--- src/hw/rtl/xpfr_pkg.sv ---
// shared constants, types and helpers of the xor parity frame recovery block
`timescale 1ns / 1ps
package xpfr_pkg;

	localparam int FRAME_COUNT   = 1024;
	localparam int PAYLOAD_WORDS = 16;
	localparam int PARITY_SLOTS  = 32;
	localparam int FIFO_DEPTH    = 4;

	localparam int FRAME_AW = $clog2(FRAME_COUNT);
	localparam int WORD_AW  = 4;
	localparam int SLOT_AW  = (PARITY_SLOTS > 1) ? $clog2(PARITY_SLOTS) : 1;
	localparam int FILL_W   = $clog2(PARITY_SLOTS + 1);
	localparam int FADDR_W  = FRAME_AW + WORD_AW;
	localparam int PADDR_W  = SLOT_AW + WORD_AW;
	localparam int FIFO_AW  = $clog2(FIFO_DEPTH);

	typedef enum logic [1:0] {
		ACT_NONE,
		ACT_REC_PARTNER,
		ACT_REC_BASE,
		ACT_STORE
	} act_t;

	typedef enum logic [1:0] {
		OP_NONE,
		OP_DATA,
		OP_REC,
		OP_STORE
	} op_t;

	typedef enum logic [3:0] {
		F_CLEAR,
		F_IDLE,
		F_RDA,
		F_RDB,
		F_RDC,
		F_WAIT,
		F_W0,
		F_W1,
		F_W2,
		F_W3,
		F_PUSH,
		F_CMT,
		F_CMTL
	} front_state_t;

	typedef enum logic [2:0] {
		B_IDLE,
		B_DATA,
		B_RD,
		B_WR,
		B_PRD,
		B_PWR,
		B_STORE
	} back_state_t;

	typedef struct packed {
		op_t                 op;
		logic                accept;
		logic [FRAME_AW-1:0] seq;
		logic [FRAME_AW-1:0] target;
		logic [FRAME_AW-1:0] known;
		logic [SLOT_AW-1:0]  pslot;
		logic [WORD_AW-1:0]  widx;
		logic [63:0]         word;
	} cmd_t;

	typedef struct packed {
		logic [FILL_W-1:0]                      nrec;
		logic [PARITY_SLOTS-1:0][SLOT_AW-1:0]   slot;
		logic [PARITY_SLOTS-1:0][FRAME_AW-1:0]  tgt;
		logic [PARITY_SLOTS-1:0][FRAME_AW-1:0]  known;
	} rec_list_t;

	function automatic logic in_range(input logic [15:0] f);
		return {1'b0, f} < 17'(FRAME_COUNT);
	endfunction

endpackage

--- src/hw/rtl/xpfr_fifo.sv ---
// short command queue between the front and back parts
`timescale 1ns / 1ps
module xpfr_fifo (
	input  logic           clk,
	input  logic           arst_n,
	input  logic           push,
	input  xpfr_pkg::cmd_t din,
	output logic           full,
	input  logic           pop,
	output xpfr_pkg::cmd_t dout,
	output logic           empty
);

	xpfr_pkg::cmd_t mem [xpfr_pkg::FIFO_DEPTH];
	logic [xpfr_pkg::FIFO_AW-1:0] wr_q, rd_q;
	logic [xpfr_pkg::FIFO_AW:0]   cnt_q;

	assign full  = (cnt_q == (xpfr_pkg::FIFO_AW + 1)'(xpfr_pkg::FIFO_DEPTH));
	assign empty = (cnt_q == '0);
	assign dout  = mem[rd_q];

	always_ff @(posedge clk) begin
		if (push) begin
			mem[wr_q] <= din;
		end
	end

	always_ff @(posedge clk or negedge arst_n) begin
		if (!arst_n) begin
			wr_q  <= '0;
			rd_q  <= '0;
			cnt_q <= '0;
		end else begin
			if (push) begin
				wr_q <= wr_q + 1'b1;
			end
			if (pop) begin
				rd_q <= rd_q + 1'b1;
			end
			if (push && !pop) begin
				cnt_q <= cnt_q + 1'b1;
			end else if (pop && !push) begin
				cnt_q <= cnt_q - 1'b1;
			end
		end
	end

endmodule

--- config.mk ---
export PLATFORM = sky130hd
export DESIGN_NAME = xpfr_fifo
export DESIGN_NICKNAME = d
export VERILOG_FILES = /design/src/hw/rtl/xpfr_pkg.sv /design/src/hw/rtl/xpfr_fifo.sv
export SDC_FILE = /design/constraint.sdc
export NUM_CORES = 1
export LEC_CHECK = 0
export BUFFER_PORTS_ARGS = -buffer_cell sky130_fd_sc_hd__buf_4
export CAP_MARGIN = 20
export CELL_PAD_IN_SITES_DETAIL_PLACEMENT = 2
export CELL_PAD_IN_SITES_GLOBAL_PLACEMENT = 2
export CORE_MARGIN = 1.5
export CORE_UTILIZATION = 45
export CTS_CLUSTER_DIAMETER = 30
export DETAILED_ROUTE_END_ITERATION = 7
export PLACE_DENSITY = 0.84
export REMOVE_ABC_BUFFERS = 1
export SETUP_SLACK_MARGIN = 0.3
export SLEW_MARGIN = 20
export SYNTH_ARGS = -nofsm -noshare
export SYNTH_HDL_FRONTEND = slang
export SYNTH_SLANG_ARGS = --single-unit
--- constraint.sdc ---
create_clock -name clk -period 3.91 [get_ports clk]
set_input_delay 0.1955 -clock clk [delete_from_list [all_inputs] [get_ports clk]]
set_output_delay 0.1955 -clock clk [all_outputs]
set_load 0.01 [all_outputs]
==> flow_summary.yaml, run 1 <==
outcome:
  error_line: "[ERROR DPL-0033] detailed placement checks failed during check placement."
  stop_stage: "4_1_cts"
  status: "stopped before the end"
floorplanning:
  die_w_um: 189.5
  start_util_pct: 45.54
  pin_count: 218
  die_h_um: 189.5
  num_rows: 68
placed_design:
  dpl-instance-area_sq_um: 17880
  pre_cts_ws_ns: 1.700
  io_buffers: 217
  gp_congestion: 0.6812
  dpl.hpwl_mm: 23.63
  dpl.cell_count: 1247
clocking:
  cts-buffers-inserted: 91
  cts_resized: 0
  clock-root-buffer: "clkbuf_16"
  postCtsHoldBufs: 110
  cts_max_level: 3
  cts.path.max_buffers: 3
  cts_sinks: 431
  postCtsSetupBuffers: 0
logic_synthesis:
  ys_top_cells_by_count: "edfxtp_1, mux4_2, buf_2"
  ys.flop_type: "edfxtp_1"
  async_flop_share_pct: 1.624
  synth_top_area_cell: "edfxtp_1"
  synth_top_area_share_pct: 81.34
  seq_area_frac_synth_pct: 82.46
  synth_edf_count: 424
  synth.area.top_cells: "edfxtp_1, mux4_2, dfrtp_1"
  synth_warnings: 0
  yosysMostFrequentCell: "edfxtp_1"
  synth_area_sq_um: 15650
  ys_types: 20
  synth-seq-cells: 431
  syn_area_per_cell_sq_um: 26.62
  synth_cells: 588
## stage by stage
stage	utilization (%)	TNS, ns
detailed placement	52.03	0
global placement	52.03	0
floorplan	-	-120.69
## cells by family after synthesis
family,after synthesis,synth area share (%)
fa+ha+maj,6,0.5275
compound gates,1,0.03194
mux,107,15.32
simple gates,9,0.3117
buf+inv,28,1.015
xor+xnor,6,0.3357
flops,431,82.46
==> run 2, diff against run 1 <==
CELL_PAD_IN_SITES_DETAIL_PLACEMENT = unset   (was 2)
CELL_PAD_IN_SITES_GLOBAL_PLACEMENT = unset   (was 2)
CORE_UTILIZATION = 40   (was 45)
CTS_CLUSTER_DIAMETER = unset   (was 30)
PLACE_DENSITY = unset   (was 0.84)
PLACE_DENSITY_LB_ADDON = 0.15   (was unset)
SETUP_SLACK_MARGIN = unset   (was 0.3)
==> run 2 against run 1 <==
  * The run now ends clean
  * Area after synthesis unchanged
  * Synthesized cell count unchanged
==> flow_summary.yaml, run 2 <==
clocking:
  cts_max_level: 2
  postCtsHoldBufs: 110
  cts_resized: 0
  cts-buffers-inserted: 45
  clk_pin_slew_worst_paths_ns: 0.06
  postCtsSetupBuffers: 0
  clock-root-buffer: "clkbuf_16"
  cts_sinks: 431
  cts_tree: "yes"
  clk_latency_ns: 0.55
  cts.path.max_buffers: 3
logic_synthesis:
  yosysMostFrequentCell: "edfxtp_1"
  ys_types: 20
  seq_area_frac_synth_pct: 82.46
  ys.flop_type: "edfxtp_1"
  synth_area_sq_um: 15650
  synth_top_area_cell: "edfxtp_1"
  ys_top_cells_by_count: "edfxtp_1, mux4_2, buf_2"
  synth_edf_count: 424
  synth_top_area_share_pct: 81.34
  syn_area_per_cell_sq_um: 26.62
  synth_warnings: 0
  synth.area.top_cells: "edfxtp_1, mux4_2, dfrtp_1"
  synth_cells: 588
  synth-seq-cells: 431
  async_flop_share_pct: 1.624
sta:
  finalHoldViolations: 0
  timing.final.crit_share_pct: 76.35
  fin_crit_ns: 2.985
  final.setup_skew_ns: 0.01157
  setup_viol: 0
  slew_headroom_pct: 39.97
  max_freq_mhz: 335.0
  slew_viol_final: 0
  rsz0062_at_grt: "false"
  whs_ns: 0.3798
  tightest_slew_ns: 0.9004
grt:
  antenna_found_initial: 1
  groute.usage.overall_pct: 15.84
  grt_pass1_vias: 8310
  grt_first_pass_wirelength_mm: 48.38
  grt_overflow: 0
  grt_max_degree: 70
routing:
  vias: 7418
  met3_length_mm: 1.850
  ant_nets: 0
  met1_length_mm: 13.06
  wl_per_cell_um: 20.70
  vias_per_cell: 4.939
  wl_met2_mm: 15.53
  topRoutingLayerUsed: "met4"
  drc: 0
  drt-total-wl_mm: 31.09
  first_iter_violations: 426
  drtPass1Iterations: 4
cells_and_area:
  largest-register: "mem"
  fin_area_sq_um: 20450
  regArea_sq_um: 12910
  nFillCells: 3009
  syn_to_final_growth_pct: 30.65
  nets: 1063
  multi_input_comb_area_sq_um: 2597
  drive_above_1_share_pct: 40.49
  final_common_cell: "edfxtp_1"
  layout_common_cells: "edfxtp_1, buf_4, dlygate4sd3_1"
  largest_reg_flops: 424
  reg_top3: "mem (424), cnt_q (3)"
placed_design:
  dpl-instance-area_sq_um: 17930
  gp_congestion: 0.7071
  dpl.hpwl_mm: 17.85
  io_buffers: 217
power:
  power.density_nw_per_um2: 726.2
  p_leak_nw: 7.016
  peakVddDrop_uv: 548.8
floorplanning:
  start_util_pct: 40.50
  dieArea_sq_um: 40330
  die_h_um: 200.8
  pin_count: 218
  core_sq_um: 38650
  die_w_um: 200.8
  num_rows: 72
setup_path:
  crit_arrival_ns: 2.79
  start_kind: "register"
  crit_path_max_fanout: 69
  critPathCaptureType: "primary output"
  cp.required_ns: 3.71
  path_class: "register to primary output"
run:
  drv_cap: 0
outcome:
  status: "complete, no violations"
hold_path:
  min_path_type: "primary input to register"
[run 2: metrics by stage]
stage                     util, %  setup TNS, ns  power [mW]  setup WS, ns  std cells
after floorplan                 -        -120.69       9.075        -1.126        564
after global placement      46.41              0       10.86         1.410       1308
after detailed placement    46.41              0       10.95         1.408       1308
after CTS                   52.91              0       15.13        0.7901       1501
after global routing        52.92              0       15.57        0.6771       1502
final                       52.92              0       14.85        0.9247       1502
[run 2: cells by family (layout without fill, tap and decap cells)]
logic type / count (synthesis) / after routing / synth area share, %
mux: 107 / 107 / 15.32
simple gates: 9 / 9 / 0.3117
other cells: 0 / 1 / 0
buf+inv: 28 / 423 / 1.015
flops: 431 / 431 / 82.46
xor+xnor: 6 / 6 / 0.3357
fa+ha+maj: 6 / 6 / 0.5275
compound gates: 1 / 1 / 0.03194
[run 2: worst max-delay path, cell delays in order, from the launching register on]
cell and delay (ns):
dfrtp_4 0.85, buf_12 0.55, mux4_2 0.61, buf_4 0.16
[run 2: final timing paths]
path,start,to,slack (ns),cells after the start
max in group asynchronous,arst_n,rd_q[0],2.93,3
worst max-delay path,rd_q[0],dout[28],0.92,3
worst min register to register,cnt_q[2],cnt_q[2],0.52,1
worst max register to register,wr_q[0],mem[2][85],1.75,4
min in group asynchronous,arst_n,rd_q[1],0.67,3
worst min-delay path,din[99],mem[2][99],0.38,2
[run 2: layout make-up]
class,count,area share [%]
Tap cell,518,3.169
Clock inverter,24,0.9421
Sequential cell,431,63.15
Timing Repair Buffer,336,13.99
Clock buffer,59,5.971
Antenna cell,1,0.01224
Inverter,4,0.07341
Multi-Input combinational cell,129,12.70
[run 2: metal layers]
layer	vias up	global-route usage, %
li1	3261	-
met1	3917	20.33
met2	202	26.44
met3	38	4.578
met4	0	4.458
met5	-	0
[run 2: power breakdown]
| part | total, mW | internal, mW | switching, mW | leakage (nW) |
|---|---|---|---|---|
| Sequential | 6.42 | 6.05 | 0.375 | 3.97 |
| Clock | 4.05 | 2.39 | 1.65 | 0.683 |
| Combinational | 4.38 | 2.27 | 2.11 | 2.36 |
(Power assumes the default switching activity.)
