===== src/hw/rtl/xpfr_pkg.sv =====
// shared constants, types and helpers of the xor parity frame recovery block
`timescale 1ns / 1ps
package xpfr_pkg;

	localparam int FRAME_COUNT   = 1024;
	localparam int PAYLOAD_WORDS = 16;
	localparam int PARITY_SLOTS  = 32;
	localparam int FIFO_DEPTH    = 4;

	localparam int FRAME_AW = $clog2(FRAME_COUNT);
	localparam int WORD_AW  = 4;
	localparam int SLOT_AW  = (PARITY_SLOTS > 1) ? $clog2(PARITY_SLOTS) : 1;
	localparam int FILL_W   = $clog2(PARITY_SLOTS + 1);
	localparam int FADDR_W  = FRAME_AW + WORD_AW;
	localparam int PADDR_W  = SLOT_AW + WORD_AW;
	localparam int FIFO_AW  = $clog2(FIFO_DEPTH);

	typedef enum logic [1:0] {
		ACT_NONE,
		ACT_REC_PARTNER,
		ACT_REC_BASE,
		ACT_STORE
	} act_t;

	typedef enum logic [1:0] {
		OP_NONE,
		OP_DATA,
		OP_REC,
		OP_STORE
	} op_t;

	typedef enum logic [3:0] {
		F_CLEAR,
		F_IDLE,
		F_RDA,
		F_RDB,
		F_RDC,
		F_WAIT,
		F_W0,
		F_W1,
		F_W2,
		F_W3,
		F_PUSH,
		F_CMT,
		F_CMTL
	} front_state_t;

	typedef enum logic [2:0] {
		B_IDLE,
		B_DATA,
		B_RD,
		B_WR,
		B_PRD,
		B_PWR,
		B_STORE
	} back_state_t;

	typedef struct packed {
		op_t                 op;
		logic                accept;
		logic [FRAME_AW-1:0] seq;
		logic [FRAME_AW-1:0] target;
		logic [FRAME_AW-1:0] known;
		logic [SLOT_AW-1:0]  pslot;
		logic [WORD_AW-1:0]  widx;
		logic [63:0]         word;
	} cmd_t;

	typedef struct packed {
		logic [FILL_W-1:0]                      nrec;
		logic [PARITY_SLOTS-1:0][SLOT_AW-1:0]   slot;
		logic [PARITY_SLOTS-1:0][FRAME_AW-1:0]  tgt;
		logic [PARITY_SLOTS-1:0][FRAME_AW-1:0]  known;
	} rec_list_t;

	function automatic logic in_range(input logic [15:0] f);
		return {1'b0, f} < 17'(FRAME_COUNT);
	endfunction

endpackage


===== src/hw/rtl/xpfr_ram.sv =====
// generic single-write, single-read ram with registered read data
`timescale 1ns / 1ps
module xpfr_ram #(
	parameter int WIDTH = 64,
	parameter int DEPTH = 1024
) (
	input  logic                     clk,
	input  logic                     we,
	input  logic [$clog2(DEPTH)-1:0] waddr,
	input  logic [WIDTH-1:0]         wdata,
	input  logic [$clog2(DEPTH)-1:0] raddr,
	output logic [WIDTH-1:0]         rdata
);

	logic [WIDTH-1:0] mem [DEPTH];

	always_ff @(posedge clk) begin
		if (we) begin
			mem[waddr] <= wdata;
		end
		rdata <= mem[raddr];
	end

endmodule


===== src/hw/rtl/xpfr_front.sv =====
// front part: packet planning, parity walk, flag and slot table commit
`timescale 1ns / 1ps
module xpfr_front (
	input  logic                  clk,
	input  logic                  arst_n,
	input  logic                  start,
	input  logic                  kind,
	input  logic [15:0]           seq,
	input  logic [7:0]            stride,
	input  logic [3:0]            word_index,
	input  logic [63:0]           payload_word,
	input  logic                  last_word,
	output logic                  busy,
	output logic                  push,
	output xpfr_pkg::cmd_t        cmd,
	input  logic                  fifo_full,
	input  logic                  drain_idle,
	output xpfr_pkg::rec_list_t   recs
);

	localparam int PS = xpfr_pkg::PARITY_SLOTS;
	localparam int FA = xpfr_pkg::FRAME_AW;
	localparam int SA = xpfr_pkg::SLOT_AW;
	localparam int FW = xpfr_pkg::FILL_W;

	xpfr_pkg::front_state_t state_q, state_d;

	// current item
	logic        it_kind_q, it_last_q;
	logic [15:0] it_seq_q;
	logic [7:0]  it_stride_q;
	logic [3:0]  it_w_q;
	logic [63:0] it_word_q;
	logic [15:0] it_part;

	// open packet plan
	logic              open_q;
	logic              pkind_q, paccept_q;
	logic [15:0]       pseq_q;
	logic [7:0]        pstride_q;
	xpfr_pkg::act_t    pact_q, dec_act;
	logic [15:0]       pl_part;
	logic [FA-1:0]     pl_target, pl_known;

	// slot table
	logic [SA-1:0] map_q  [PS];
	logic [SA-1:0] wmap_q [PS];
	logic [23:0]   meta_q [PS];
	logic [FW-1:0] fill_q, wn_q, wi_q, nrec_q, ck_q, wlast;

	// walk step
	logic [SA-1:0] pw, p_q;
	logic [15:0]   base_q, part_q;
	logic          hbf_q, flagb_q, hitb_q, hitp_q, hit;
	logic [FA-1:0] cmp_val;
	logic          wk_hb, wk_hp, wk_c1, wk_c2, wk_drop;

	logic [SA-1:0] rec_slot_q  [PS];
	logic [FA-1:0] rec_tgt_q   [PS];
	logic [FA-1:0] rec_known_q [PS];

	logic [FA-1:0] clr_q;

	// flag memory
	logic          flag_we;
	logic [FA-1:0] flag_waddr, flag_raddr;
	logic [0:0]    flag_wdata, flag_rdata;

	xpfr_ram #(.WIDTH(1), .DEPTH(xpfr_pkg::FRAME_COUNT)) u_flags (
		.clk   (clk),
		.we    (flag_we),
		.waddr (flag_waddr),
		.wdata (flag_wdata),
		.raddr (flag_raddr),
		.rdata (flag_rdata)
	);

	assign busy    = (state_q != xpfr_pkg::F_IDLE);
	assign it_part = it_seq_q + {8'b0, it_stride_q};
	assign pl_part = pseq_q + {8'b0, pstride_q};
	assign pl_target = (pact_q == xpfr_pkg::ACT_REC_PARTNER) ? pl_part[FA-1:0] : pseq_q[FA-1:0];
	assign pl_known  = (pact_q == xpfr_pkg::ACT_REC_PARTNER) ? pseq_q[FA-1:0] : pl_part[FA-1:0];
	assign pw    = wmap_q[wi_q[SA-1:0]];
	assign wlast = wn_q - FW'(1);

	always_comb begin
		recs.nrec = nrec_q;
		for (int i = 0; i < PS; i++) begin
			recs.slot[i]  = rec_slot_q[i];
			recs.tgt[i]   = rec_tgt_q[i];
			recs.known[i] = rec_known_q[i];
		end
	end

	// match against frames already being rebuilt by this walk
	always_comb begin
		cmp_val = (state_q == xpfr_pkg::F_W1) ? base_q[FA-1:0] : part_q[FA-1:0];
		hit = 1'b0;
		for (int i = 0; i < PS; i++) begin
			if ((FW'(i) < nrec_q) && (rec_tgt_q[i] == cmp_val)) begin
				hit = 1'b1;
			end
		end
	end

	always_comb begin
		wk_hb = xpfr_pkg::in_range(base_q) &&
			(flagb_q || ((base_q == pseq_q) && paccept_q) || hitb_q);
		wk_hp = xpfr_pkg::in_range(part_q) &&
			(flag_rdata[0] || ((part_q == pseq_q) && paccept_q) || hitp_q);
		wk_c1 = (pseq_q == base_q) && wk_hb && !wk_hp && xpfr_pkg::in_range(part_q);
		wk_c2 = !wk_c1 && (pseq_q == part_q) && wk_hp && !wk_hb &&
			xpfr_pkg::in_range(base_q);
		wk_drop = wk_c1 || wk_c2 || (wk_hb && wk_hp);
	end

	// parity action from the two flags
	always_comb begin
		dec_act = xpfr_pkg::ACT_NONE;
		if (xpfr_pkg::in_range(it_seq_q) && xpfr_pkg::in_range(it_part)) begin
			if (hbf_q && !flag_rdata[0]) begin
				dec_act = xpfr_pkg::ACT_REC_PARTNER;
			end else if (!hbf_q && flag_rdata[0]) begin
				dec_act = xpfr_pkg::ACT_REC_BASE;
			end else if (!hbf_q && !flag_rdata[0] && (fill_q < FW'(PS))) begin
				dec_act = xpfr_pkg::ACT_STORE;
			end
		end
	end

	// command for the back part
	always_comb begin
		cmd.op = xpfr_pkg::OP_NONE;
		if ({1'b0, it_w_q} < 5'(xpfr_pkg::PAYLOAD_WORDS)) begin
			if (!pkind_q) begin
				cmd.op = xpfr_pkg::OP_DATA;
			end else begin
				case (pact_q)
					xpfr_pkg::ACT_REC_PARTNER: cmd.op = xpfr_pkg::OP_REC;
					xpfr_pkg::ACT_REC_BASE:    cmd.op = xpfr_pkg::OP_REC;
					xpfr_pkg::ACT_STORE:       cmd.op = xpfr_pkg::OP_STORE;
					default:                   cmd.op = xpfr_pkg::OP_NONE;
				endcase
			end
		end
		cmd.accept = paccept_q;
		cmd.seq    = pseq_q[FA-1:0];
		cmd.target = pl_target;
		cmd.known  = pl_known;
		cmd.pslot  = map_q[fill_q[SA-1:0]];
		cmd.widx   = it_w_q;
		cmd.word   = it_word_q;
	end

	always_comb begin
		state_d    = state_q;
		flag_raddr = it_seq_q[FA-1:0];
		flag_we    = 1'b0;
		flag_waddr = clr_q;
		flag_wdata = 1'b0;
		push       = 1'b0;
		case (state_q)
			xpfr_pkg::F_CLEAR: begin
				flag_we = 1'b1;
				if (clr_q == FA'(xpfr_pkg::FRAME_COUNT - 1)) begin
					state_d = xpfr_pkg::F_IDLE;
				end
			end
			xpfr_pkg::F_IDLE: begin
				if (start) begin
					state_d = open_q ? xpfr_pkg::F_PUSH : xpfr_pkg::F_RDA;
				end
			end
			xpfr_pkg::F_RDA: begin
				state_d = xpfr_pkg::F_RDB;
			end
			xpfr_pkg::F_RDB: begin
				flag_raddr = it_part[FA-1:0];
				state_d = it_kind_q ? xpfr_pkg::F_RDC : xpfr_pkg::F_WAIT;
			end
			xpfr_pkg::F_RDC: begin
				state_d = xpfr_pkg::F_PUSH;
			end
			xpfr_pkg::F_WAIT: begin
				if (drain_idle) begin
					state_d = xpfr_pkg::F_W0;
				end
			end
			xpfr_pkg::F_W0: begin
				state_d = (wi_q < wn_q) ? xpfr_pkg::F_W1 : xpfr_pkg::F_PUSH;
			end
			xpfr_pkg::F_W1: begin
				flag_raddr = base_q[FA-1:0];
				state_d = xpfr_pkg::F_W2;
			end
			xpfr_pkg::F_W2: begin
				flag_raddr = part_q[FA-1:0];
				state_d = xpfr_pkg::F_W3;
			end
			xpfr_pkg::F_W3: begin
				state_d = xpfr_pkg::F_W0;
			end
			xpfr_pkg::F_PUSH: begin
				if ((cmd.op == xpfr_pkg::OP_NONE) || !fifo_full) begin
					push = (cmd.op != xpfr_pkg::OP_NONE);
					state_d = it_last_q ? xpfr_pkg::F_CMT : xpfr_pkg::F_IDLE;
				end
			end
			xpfr_pkg::F_CMT: begin
				flag_wdata = 1'b1;
				if (!pkind_q) begin
					flag_we    = paccept_q;
					flag_waddr = pseq_q[FA-1:0];
					state_d    = xpfr_pkg::F_CMTL;
				end else begin
					flag_we    = (pact_q == xpfr_pkg::ACT_REC_PARTNER) ||
						(pact_q == xpfr_pkg::ACT_REC_BASE);
					flag_waddr = pl_target;
					state_d    = xpfr_pkg::F_IDLE;
				end
			end
			xpfr_pkg::F_CMTL: begin
				flag_wdata = 1'b1;
				flag_waddr = rec_tgt_q[ck_q[SA-1:0]];
				if (ck_q < nrec_q) begin
					flag_we = 1'b1;
				end else begin
					state_d = xpfr_pkg::F_IDLE;
				end
			end
			default: begin
				state_d = xpfr_pkg::F_IDLE;
			end
		endcase
	end

	// payload registers
	always_ff @(posedge clk) begin
		case (state_q)
			xpfr_pkg::F_IDLE: begin
				if (start) begin
					it_kind_q   <= kind;
					it_seq_q    <= seq;
					it_stride_q <= stride;
					it_w_q      <= word_index;
					it_word_q   <= payload_word;
					it_last_q   <= last_word;
				end
			end
			xpfr_pkg::F_RDB: begin
				hbf_q <= flag_rdata[0];
				if (!it_kind_q) begin
					pkind_q   <= 1'b0;
					pseq_q    <= it_seq_q;
					pstride_q <= it_stride_q;
					paccept_q <= xpfr_pkg::in_range(it_seq_q) && !flag_rdata[0];
					pact_q    <= xpfr_pkg::ACT_NONE;
				end
			end
			xpfr_pkg::F_RDC: begin
				pkind_q   <= 1'b1;
				pseq_q    <= it_seq_q;
				pstride_q <= it_stride_q;
				paccept_q <= 1'b0;
				pact_q    <= dec_act;
			end
			xpfr_pkg::F_W0: begin
				p_q    <= pw;
				base_q <= meta_q[pw][15:0];
				part_q <= meta_q[pw][15:0] + {8'b0, meta_q[pw][23:16]};
			end
			xpfr_pkg::F_W1: begin
				hitb_q <= hit;
			end
			xpfr_pkg::F_W2: begin
				flagb_q <= flag_rdata[0];
				hitp_q  <= hit;
			end
			xpfr_pkg::F_W3: begin
				if (wk_c1 || wk_c2) begin
					rec_slot_q[nrec_q[SA-1:0]]  <= p_q;
					rec_tgt_q[nrec_q[SA-1:0]]   <= wk_c1 ? part_q[FA-1:0] : base_q[FA-1:0];
					rec_known_q[nrec_q[SA-1:0]] <= wk_c1 ? base_q[FA-1:0] : part_q[FA-1:0];
				end
			end
			xpfr_pkg::F_CMT: begin
				if (pkind_q && (pact_q == xpfr_pkg::ACT_STORE)) begin
					meta_q[map_q[fill_q[SA-1:0]]] <= {pstride_q, pseq_q};
				end
			end
			default: begin
			end
		endcase
	end

	// control registers
	always_ff @(posedge clk or negedge arst_n) begin
		if (!arst_n) begin
			state_q <= xpfr_pkg::F_CLEAR;
			clr_q   <= '0;
			open_q  <= 1'b0;
			fill_q  <= '0;
			wn_q    <= '0;
			wi_q    <= '0;
			nrec_q  <= '0;
			ck_q    <= '0;
			for (int i = 0; i < PS; i++) begin
				map_q[i]  <= SA'(i);
				wmap_q[i] <= SA'(i);
			end
		end else begin
			state_q <= state_d;
			case (state_q)
				xpfr_pkg::F_CLEAR: begin
					clr_q <= clr_q + 1'b1;
				end
				xpfr_pkg::F_RDB: begin
					if (!it_kind_q) begin
						open_q <= 1'b1;
					end
				end
				xpfr_pkg::F_RDC: begin
					open_q <= 1'b1;
				end
				xpfr_pkg::F_WAIT: begin
					if (drain_idle) begin
						wmap_q <= map_q;
						wn_q   <= fill_q;
						wi_q   <= '0;
						nrec_q <= '0;
					end
				end
				xpfr_pkg::F_W3: begin
					if (wk_drop) begin
						wmap_q[wi_q[SA-1:0]]  <= wmap_q[wlast[SA-1:0]];
						wmap_q[wlast[SA-1:0]] <= wmap_q[wi_q[SA-1:0]];
						wn_q <= wlast;
					end else begin
						wi_q <= wi_q + 1'b1;
					end
					if (wk_c1 || wk_c2) begin
						nrec_q <= nrec_q + 1'b1;
					end
				end
				xpfr_pkg::F_CMT: begin
					ck_q <= '0;
					if (pkind_q) begin
						open_q <= 1'b0;
						if (pact_q == xpfr_pkg::ACT_STORE) begin
							fill_q <= fill_q + 1'b1;
						end
					end
				end
				xpfr_pkg::F_CMTL: begin
					if (ck_q < nrec_q) begin
						ck_q <= ck_q + 1'b1;
					end else begin
						map_q  <= wmap_q;
						fill_q <= wn_q;
						open_q <= 1'b0;
					end
				end
				default: begin
				end
			endcase
		end
	end

endmodule


===== config.mk =====
export PLATFORM = sky130hd
export DESIGN_NAME = xpfr_front
export DESIGN_NICKNAME = d
export VERILOG_FILES = /design/src/hw/rtl/xpfr_pkg.sv /design/src/hw/rtl/xpfr_ram.sv /design/src/hw/rtl/xpfr_front.sv
export SDC_FILE = /design/constraint.sdc
export NUM_CORES = 2
export LEC_CHECK = 0
export ABC_AREA = 1
export BUFFER_PORTS_ARGS = -buffer_cell sky130_fd_sc_hd__buf_2
export CORE_UTILIZATION = 39
export CTS_CLUSTER_DIAMETER = 150
export DETAILED_ROUTE_END_ITERATION = 12
export GPL_ROUTABILITY_DRIVEN = 0
export SLEW_MARGIN = 20
export SYNTH_ARGS = -nofsm -noshare
export SYNTH_HDL_FRONTEND = slang
export SYNTH_SLANG_ARGS = --single-unit

===== constraint.sdc =====
create_clock -name clk -period 10 [get_ports clk]
set_input_delay 1 -clock clk [delete_from_list [all_inputs] [get_ports clk]]
set_output_delay 1 -clock clk [all_outputs]
set_load 0.01 [all_outputs]

==> summary.txt <==
Final Slew Violations -> 0
Clk Latency, worst-skew pair -> 0.99 ns
Max stage delay on crit path -> 1.11 ns
Max cap viols -> 0
Post-synth EDFFs -> 2755
Share of post-route cells with drive strength above 1 -> 15.3%
Synth cell count leaders -> edfxtp_1 (2755), nand2_1 (2351), nor2_1 (1743), inv_1 (1241), nand3_1 (1127)
Origin of the critical flop-to-flop path -> wi_q[1]
Initial antenna violation count -> 24
Initial core utilization -> 39.2%
Clk slew on worst S/H paths -> 0.06 ns
Fmax -> 136 MHz
Avg Inst Size Synth -> 10.4 sq um
WL/cell -> 28.6 um
Asr flop ratio synth -> 11.7%
Postcts setup bufs -> 0
Ys flop type -> edfxtp_1
Post-CTS sizing -> 0
Post-synthesis cell count -> 13.5k
Hold Vio Cnt, Final -> 0
Req. time, crit path -> 10.69 ns
Initial DRC count -> 15.3k
Vias per cell -> 5.74
H-tree depth -> 5
Via count -> 111k
Final Util -> 45.3%
Vias in the first global route -> 102k
TritonCTS clock tree -> built
Register area -> 92100 sq um
Pre-antenna DRT Iters -> 6
Post-synth top area share -> 58.8%
HPWL Detailed -> 344000 um
Min Clock Period, post-route -> 7.35 ns
Final period utilization -> 73.5%
WP buf/inv -> 5
Startpoint Class -> flip-flop
IO Count -> 1013
DRC -> 0
Root Driver -> clkbuf_16
Fillers -> 33.5k
Footprint of the multi-input gates -> 41100 sq um
Number of port buffers -> 1012
Final setup viols -> 0
Status -> complete, no violations
Area of the core -> 359000 sq um
Total gr overflow -> 0
Die area -> 363000 sq um
Hold Path Class -> in2async
CTS max path bufs -> 4
# rows -> 220
Crit path max fanout -> 52
Setup TNS -> 0 ns
Global Route Usage Sum -> 29.3%
Worst slew pin tran -> 1.29 ns
CP dominant cell by count -> nand2_1
Most common cell in the netlist -> edfxtp_1
Cts hold-fix bufs -> 0
Crit-path slowest cell -> dfrtp_1
RSZ-0062 raised after global routing -> no
Endpoint class of the critical path -> flip-flop
Worst EP arrival -> 8.04 ns
Register bit count reported by yosys -> 3121
Worst-case reg-to-reg path depth -> 28
DIE HEIGHT -> 603 um
Clock sinks -> 3121
Worst reg-to-reg setup slack -> 2.65 ns
WL final -> 551000 um
Area leader, netlist -> edfxtp_1
Warnings from Yosys -> 0
Synth area leaders -> edfxtp_1 (59%), nand2_1 (6.3%), nor2_1 (4.6%), nand3_1 (4.0%), o21ai_0 (3.9%)
Crit path kind -> reg2reg
Largest net degree at the start of global routing -> 264
Distinct cells, synth -> 64
Register area share after synthesis -> 65.4%
Max IR drop VDD -> 0.000540 V
Die width -> 603 um
Power per cell area -> 310 nW/um^2
First-pass GRT wire length -> 766000 um
Synth Cell Area -> 141000 sq um
CTS buffer count -> 343
Rel. slew slack -> 13.4%
FF-to-FF End -> part_q[15]
Leakage power total -> 59.5 nW
Skew final -> 0.129 ns
P&R area growth vs syn -> 15.6%
Post-route antenna net violation count -> 0
Syn Nets -> 13.6k
Nets -> 14.4k
Crit path max-delay family -> buffers and inverters
==> worst max path at each step <==
| stage | startpoint | to | slack [ns] | cells past startpoint |
|---|---|---|---|---|
| 2_1_floorplan | state_q[0] | u_flags.mem[927] | 2.98 | 11 |
| 3_3_place_gp | wi_q[1] | part_q[15] | 2.98 | 30 |
| 3_5_place_dp | wi_q[1] | part_q[15] | 2.92 | 30 |
| 4_1_cts | wi_q[1] | part_q[15] | 2.88 | 30 |
| 5_1_grt | wi_q[1] | part_q[14] | 2.26 | 31 |
| 6_report | wi_q[1] | part_q[15] | 2.65 | 28 |
==> kinds of logic after synthesis <==
kind of cell    Yosys count  share of synthesized area (%)
simple gates           5501                           16.3
flops                  3121                           65.4
compound gates         2433                           10.4
buf+inv                2186                           6.14
xor+xnor                126                          0.784
mux                      64                          0.468
fa+ha+maj                55                          0.505
==> cell usage in the layout (no fill, tap or decap), drive strengths merged, types with 36 or more instances in the layout <==
master | netlist | routed
a21oi | 350 | 350
a31oi | 65 | 65
nor2 | 1759 | 1759
ha | 52 | 52
clkinv | 8 | 149
clkbuf | 565 | 426
o22ai | 179 | 179
inv | 1259 | 1270
nand2 | 2363 | 2363
dfstp | 160 | 160
o221ai | 72 | 72
xor2 | 95 | 95
nand4 | 52 | 52
nand3b | 89 | 89
nor3 | 42 | 42
mux2i | 50 | 50
edfxtp | 2755 | 2755
a2111oi | 36 | 36
nand3 | 1127 | 1127
o21ai | 1130 | 1130
dfrtp | 205 | 205
nor4 | 38 | 38
o211ai | 420 | 420
buf | 354 | 1298
==> per-stage QoR <==
stage                     std cells  total power (W)  hold slack (ns)  area (sq um)  setup slack, ns
after global placement        18600           0.0370            0.456        151000             2.98
after CTS                     19200           0.0499           0.0367        163000             2.88
final                         19300           0.0504           0.0540        163000             2.65
after floorplan               13500           0.0291            0.431        141000             2.98
after detailed placement      18600           0.0372            0.464        151000             2.92
after global routing          19300           0.0523           0.0906        163000             2.26
==> metal layers <==
metal	global-route usage (%)	wire, um	part of all wire (%)	vias to the layer above
met3	7.60	59100	11	1528
li1	-	-	-	48200
met5	0	264	0.048	-
met2	45.5	247000	45	6732
met4	18.9	41200	7.5	12
met1	36.4	203000	37	54100
==> report_power, final <==
group          internal (W)  switching [W]  leakage (nW)
clock network       0.00728        0.00547          5.44
logic               0.00544         0.0163          24.4
registers            0.0154       0.000560          29.7
total                0.0281         0.0223          59.5
==> registers in the layout, summed over array words and instances, names as in the netlist, 8 cells and up <==
| signal | count |
|---|---|
| rec_tgt_q | 320 |
| wmap_q | 160 |
| map_q | 160 |
| rec_known_q | 320 |
| rec_slot_q | 160 |
| pstride_q | 8 |
| u_flags.mem | 1024 |
| clr_q | 10 |
| it_stride_q | 8 |
| it_word_q | 64 |
| base_q | 16 |
| meta_q | 768 |
| it_seq_q | 16 |
| pseq_q | 16 |
| part_q | 16 |
==> cell type report <==
class                   instances  area share, %
diodes                         17         0.0261
repair buffers               1298           4.64
clock buffers                 426           5.59
inverters                    1267           2.95
clock inverters               188           1.27
flip-flops and latches       3121           56.6
multi-input cells            8179           25.2
well taps                    4773           3.67
(Power assumes the default switching activity.)
